## src/rtl/m4inv_pkg.sv

```systemverilog
// Shared types, widths and index helpers for the 4x4 matrix inverse.
// Used by matrix4x4_inverse, m4inv_mul, m4inv_div and the testbench; depends on nothing else.
package m4inv_pkg;

  localparam int ELEM_WIDTH    = 32;
  localparam int FRAC_BITS_DEF = 16;
  // Exact adjugate entry: sum of six triple products.
  localparam int ADJ_WIDTH     = 3 * ELEM_WIDTH + 3;
  // Exact determinant, also the width of the shared multiplier datapath.
  localparam int PROD_WIDTH    = 4 * ELEM_WIDTH + 6;

  typedef logic signed [ELEM_WIDTH-1:0] elem_t;

  typedef struct packed {
    elem_t elem_col0;
    elem_t elem_col1;
    elem_t elem_col2;
    elem_t elem_col3;
  } in_item_t;

  typedef struct packed {
    elem_t       inv_col0;
    elem_t       inv_col1;
    elem_t       inv_col2;
    elem_t       inv_col3;
    logic [1:0]  out_row;
    logic        last_row;
    logic        singular;
    logic        saturated;
  } out_item_t;

  // Index k of the three indices that remain when index ex is left out.
  function automatic logic [1:0] skip_idx(input logic [1:0] k, input logic [1:0] ex);
    skip_idx = (k >= ex) ? k + 2'd1 : k;
  endfunction

  // Minor column used by row k of triple product p (the six permutations).
  function automatic logic [1:0] perm_col(input logic [2:0] p, input logic [1:0] k);
    logic [5:0] cols;
    unique case (p)
      3'd0:    cols = {2'd2, 2'd1, 2'd0};
      3'd1:    cols = {2'd0, 2'd2, 2'd1};
      3'd2:    cols = {2'd1, 2'd0, 2'd2};
      3'd3:    cols = {2'd1, 2'd2, 2'd0};
      3'd4:    cols = {2'd2, 2'd0, 2'd1};
      3'd5:    cols = {2'd0, 2'd1, 2'd2};
      default: cols = {2'd2, 2'd1, 2'd0};
    endcase
    unique case (k)
      2'd0:    perm_col = cols[1:0];
      2'd1:    perm_col = cols[3:2];
      default: perm_col = cols[5:4];
    endcase
  endfunction

  // The odd permutations enter the minor with a minus sign.
  function automatic logic perm_neg(input logic [2:0] p);
    perm_neg = (p >= 3'd3);
  endfunction

endpackage

```

## src/rtl/m4inv_mul.sv

```systemverilog
// Shift-and-add signed multiplier, one multiplier bit per cycle.
// Depends on m4inv_pkg for the element and product widths.
module m4inv_mul
  import m4inv_pkg::*;
(
  input  logic                         clk,
  input  logic                         rst_n,
  input  logic                         start,
  input  elem_t                        a,
  input  logic signed [PROD_WIDTH-1:0] b,
  output logic                         done,
  output logic signed [PROD_WIDTH-1:0] p
);

  localparam int CW = $clog2(ELEM_WIDTH);

  logic                  run_r;
  logic                  done_r;
  logic [CW-1:0]         cnt_r;
  elem_t                 a_r;
  logic [PROD_WIDTH-1:0] b_r;
  logic [PROD_WIDTH-1:0] p_r;
  logic                  last;
  logic [PROD_WIDTH-1:0] p_nxt;

  assign last = (cnt_r == CW'(ELEM_WIDTH - 1));

  // The sign bit of a carries negative weight.
  always_comb begin
    p_nxt = p_r;
    if (a_r[0]) begin
      p_nxt = last ? p_r - b_r : p_r + b_r;
    end
  end

  always_ff @(posedge clk) begin
    if (!rst_n) begin
      run_r  <= 1'b0;
      done_r <= 1'b0;
    end else begin
      done_r <= 1'b0;
      if (start) begin
        run_r <= 1'b1;
      end else if (run_r && last) begin
        run_r  <= 1'b0;
        done_r <= 1'b1;
      end
    end
  end

  always_ff @(posedge clk) begin
    if (start) begin
      a_r   <= a;
      b_r   <= b;
      p_r   <= '0;
      cnt_r <= '0;
    end else if (run_r) begin
      a_r   <= a_r >>> 1;
      b_r   <= b_r << 1;
      p_r   <= p_nxt;
      cnt_r <= cnt_r + CW'(1);
    end
  end

  assign done = done_r;
  assign p    = p_r;

endmodule

```

## config.mk

```make
export PLATFORM = sky130hd
export DESIGN_NAME = m4inv_mul
export DESIGN_NICKNAME = d
export VERILOG_FILES = /design/src/rtl/m4inv_pkg.sv /design/src/rtl/m4inv_mul.sv
export SDC_FILE = /design/constraint.sdc
export NUM_CORES = 1
export LEC_CHECK = 0
export ABC_AREA = 0
export BUFFER_PORTS_ARGS = -buffer_cell sky130_fd_sc_hd__buf_4
export CAP_MARGIN = 40
export CORE_ASPECT_RATIO = 1.25
export CORE_MARGIN = 1.5
export CORE_UTILIZATION = 42
export DETAILED_ROUTE_END_ITERATION = 8
export GPL_TIMING_DRIVEN = 0
export PLACE_DENSITY = 0.58
export SETUP_SLACK_MARGIN = 0.02
export SYNTH_ARGS = -nofsm -noshare
export SYNTH_HDL_FRONTEND = slang
export SYNTH_SLANG_ARGS = --single-unit
export TNS_END_PERCENT = 10
```

## constraint.sdc

```tcl
create_clock -name clk -period 8 [get_ports clk]
set_input_delay 0.8 -clock clk [delete_from_list [all_inputs] [get_ports clk]]
set_output_delay 0.8 -clock clk [all_outputs]
set_load 0.01 [all_outputs]
```

---- Word level (Yosys, flattened, before mapping) ----
Index checks and enable logic that the tools add are counted.
W data, S select, Z words.
storage, ports and cells
  register bits after elaboration ......... 307
  latch bits .............................. 0
  memory bits (writable) .................. 0
  memory bits (read-only) ................. 0
  logic and storage cells ................. 25
  memories kept ........................... 0
operators by class
  $add $sub $neg .......................... 3
  multipliers ............................. 0
  div/mod/pow operators ................... 0
  magnitude comparators ................... 0
  equality and inequality tests ........... 1
  shift-type cells ........................ 0
  mux-type cells .......................... 8
  bitwise logic cells ..................... 1
  reduce and logical (&&, ||, !) cells .... 5
operator list
  cell                   count
  $mux W134              3
  $add A134 B134 Y134    1
  $sub A134 B134 Y134    1
  $mux W32               1
  $mux W31               1
  $add A5 B1 Y5 const B  1
  $eq A5 B5 Y1 const B   1
  $reduce_bool A2 Y1     2
  $mux W1                3
  $reduce_and A2 Y1      1
  $reduce_or A2 Y1       1
  $logic_and A1 B1 Y1    1
  $not A1 Y1             1

---- Longest topological paths before layout ----
  depth after elaboration ................. 4
  gate-level depth with buffers ........... 29
  mapped depth without buffers ............ 27

---- Worst setup path after synthesis ----
OpenSTA, ideal clock, no wires.
  path kind ............................... reg-to-reg
  from .................................... register b_r[7]
  to ...................................... register p_r[133], in the netlist p[133]
  library setup time ...................... 0.123 ns
  arrival ................................. 5.763 ns
  required time ........................... 7.877 ns
  setup slack ............................. 2.114 ns
  stages on the path, launching flop included .. 24
  path buffers ............................ 2
  period minus slack after synthesis ...... 5.886 ns
  path through ............................ edfxtp_1 or4_4 or3_1 nor2_1 nand2_1 or3_1 clkbuf_1 nor4_1 nor2_1 xnor2_1 ha_1 buf_2 nand4_1 or4_1 nor4_1 o211ai_1 a2111oi_1 o211ai_1 nand2_1 nand2_1 o31ai_2 a21oi_1 mux2i_1 mux2_1
on the way
  longest elaborated chain between the ends .. 2
  elaborated cells on any way between the ends .. 3
RTL lines
  element                                                            line             text
  from (decl)                                                        m4inv_mul.sv:21  logic [PROD_WIDTH-1:0] b_r;
  from (signal assigned)                                             m4inv_mul.sv:59  b_r <= b_r << 1;
  $add A134 B134 Y134 / $sub A134 B134 Y134 (equally long branches)  m4inv_mul.sv:32  p_nxt = last ? p_r - b_r : p_r + b_r;
  $mux W134 (*)                                                      m4inv_mul.sv:32
  to (signal assigned)                                               m4inv_mul.sv:60  p_r <= p_nxt;
  to (decl)                                                          m4inv_mul.sv:22  logic [PROD_WIDTH-1:0] p_r;
Every way passes the cells marked *; elsewhere a longest branch is shown, timed or not.
A chain may end at the register's enable or synchronous reset.

---- Worst setup path in the final report ----
  from .................................... register b_r[0]
  to ...................................... register p_r[120], in the netlist p[120]
Same word-level chain as after synthesis.

==> metrics.txt <==
post-place instance area=0.0270 mm^2; Hold Buf Count CTS=0; wire length per cell=23.2 um; crit path DAT=8.24 ns; Tot Pwr=0.00533 W; most frequent cells in the layout=371 x nand2_1, 338 x a21oi_1, 309 x buf_4; Final Max Tran Viols=0; slowest stage delay, CP=0.51 ns; Most used DFF post-synth=edfxtp_1; max frequency=129 MHz; worst setup margin=0.276 ns; vias=22822; skew final=0.0233 ns; FF/Latch Area=0.00781 mm^2; worst setup path category=reg2reg; Syn Area/Cell=8.33 um^2; htree depth=2; Filler Cell Count=5458; TritonCTS clock tree=built; first-pass GRT wire length=136000 um; Crit-path slowest cell=or3_1; worst slew pin tran=0.930 ns; Clock Latency Late Sink=0.58 ns; LEAKAGE=11.2 nW; Cell Area, Synth=0.0235 mm^2; gr usage total=0.311; largest net degree at the start of global routing=49; Synth async-reset ratio=0; outcome=complete, no violations; layout cells sized above 1=0.177; Num Clock Sinks=307; synthesized instance count=2821; synthesized flop and latch total=307; Initial Utilization=0.426; DP Wirelength=74900 um; grt total ovfl=0; Root Driver=clkbuf_16; Layout area overhead=20.3%; Final Hold Fails=0; Pre-antenna DRT Iters=5; sequential fraction of the synthesis area=0.332; CP required=8.51 ns; Die Area=0.0574 mm^2; Hold Crit Class=in2reg; Netlist cell types=78; Die H=268 um; GP Congestion=0.955; Max Fanout on Critical Path=9; port buffer count=303; Detail Route Antenna Nets=0; total wire length=91800 um; Syn Nets=3127; Hold Path Origin=start; multi-input logic area=0.0149 mm^2; placed cells=3882; yosys warns=0; vias per cell=5.77; CP Capture Type=flop; Min Clock Period, post-route=7.72 ns; Worst Setup Start Kind=flop; vias in the first global route=22476; pre-CTS setup slack=-0.180 ns; final net count=3494; Clock Path Buffers=3; Reg clk slew, reported paths=0.07 ns; worst vdd ir=0.000172 V; Residual DRC=0; max cap viols=0; fin util=0.513; FP Rows=96; Die X=215 um; Final setup viols=0; antenna violations before repair=3; final instance area=0.0283 mm^2; initial drt markers=1606; number of flops mapped to enable cells by yosys=166; slew margin rel.=0.380; TritonCTS Buffers=37; Pwr Density=189 mW/mm^2; Final period util=0.966; RSZ-0062 raised after global routing=yes; Critical Path Start=b_r[0]$_SDFFCE_PN0P_; commonest non-fill, non-tap cell in the layout=nand2_1; Reg-to-Reg Start=b_r[0]$_SDFFCE_PN0P_; Layout Cells excl Fill=3953; CORE AREA=0.0551 mm^2; Top Ports=304
-- logic make-up after synthesis --
family                   after synthesis  synth area share
AO/OA/AOI/OAI                        796             0.201
XOR/XNOR                             252            0.0942
adder cells (fa/ha/maj)              137            0.0732
buffers and inverters                217            0.0350
flip-flops                           307             0.332
multiplexers                         152            0.0726
AND/OR/NAND/NOR                      960             0.192
-- sequential cells by signal (all words and copies together) (netlist names) --
| name | flops |
|---|---|
| b_r | 134 |
| a_r | 32 |
| p | 134 |
| run_r | 1 |
| cnt_r | 5 |
| done | 1 |
-- per-stage QoR --
| stage | hold WS, ns | TNS (ns) |
|---|---|---|
| 3_3_place_gp | 0.464 | -9.59 |
| 2_1_floorplan | 0.467 | 0 |
| 3_5_place_dp | 0.469 | -0.353 |
| 6_report | 0.418 | 0 |
| 5_1_grt | 0.407 | 0 |
| 4_1_cts | 0.393 | 0 |
-- where the power goes --
part,internal [W],leakage [nW],switching [W]
clock,0.00100,0.587,0.000733
combinational,0.000632,7.76,0.000954
sequential,0.00184,2.82,0.000172
-- final cells by class --
type / instances / area share
clock buffers: 54 / 0.0368
well taps: 735 / 0.0325
plain buffers: 155 / 0.0209
diodes: 1 / 0.0000885
multi-input cells: 2297 / 0.528
flip-flops and latches: 307 / 0.276
inverters: 62 / 0.00823
repair buffers: 328 / 0.0912
clock inverters: 14 / 0.00602
-- path summary, 6_finish.rpt --
path | slack, ns | end | cells past startpoint
min | 0.42 | a_r[31]$_DFFE_PP_ | 1
min reg2reg | 0.48 | p[11]$_SDFFE_PP0P_ | 2
max reg2reg | 0.28 | p[120]$_SDFFE_PP0P_ | 28
max | 0.28 | p[120]$_SDFFE_PP0P_ | 28
-- layer usage --
metal / GRT usage / wire [um] / vias to the layer above
met1: 0.379 / 38000 / 10954
met3: 0.0367 / 4280 / 168
met4: 0.146 / 4270 / 2
met5: 0 / 8 / -
met2: 0.547 / 45300 / 694
li1: - / - / 11004
-- cells in the mapped netlist, types with 8 or more instances --
library cell,n,share of area
o31ai_1,9,0.0029
inv_1,62,0.0099
a21oi_1,338,0.072
a21boi_0,10,0.0032
nor4_1,24,0.0064
nand2_1,371,0.059
a221o_1,8,0.0034
dfxtp_1,141,0.12
clkbuf_1,139,0.022
nor3_1,89,0.019
nor2b_1,12,0.0032
nor2_1,222,0.035
nand4_1,79,0.021
a21o_1,64,0.020
o21ai_0,185,0.039
a221oi_1,10,0.0037
mux2_2,147,0.070
nand2b_1,20,0.0053
and3_1,11,0.0029
a31oi_1,34,0.0090
o211ai_1,15,0.0048
or3_1,25,0.0067
buf_1,12,0.0019
xor2_1,64,0.024
o21a_1,27,0.0086
and2_1,18,0.0048
or4_1,8,0.0026
ha_1,136,0.072
o21bai_1,43,0.014
nand3_1,39,0.0083
xnor2_1,187,0.070
edfxtp_1,166,0.21
-- critical path: cells and delay by family, from the launching register on --
kind	cells	cell delay [ns]
buffers and inverters	5	1.17
AND/OR/NAND/NOR	18	4.84
AO/OA/AOI/OAI	2	0.57
XOR/XNOR	1	0.17
adder cells (fa/ha/maj)	2	0.44
flip-flops	1	0.44
-- timing repair --
action	in CTS	in global routing
pin swaps	1	0
buffers inserted	2	0
resized for setup	1	8
setup endpoints to repair	4	23
Power figures use the tool's default switching activity.
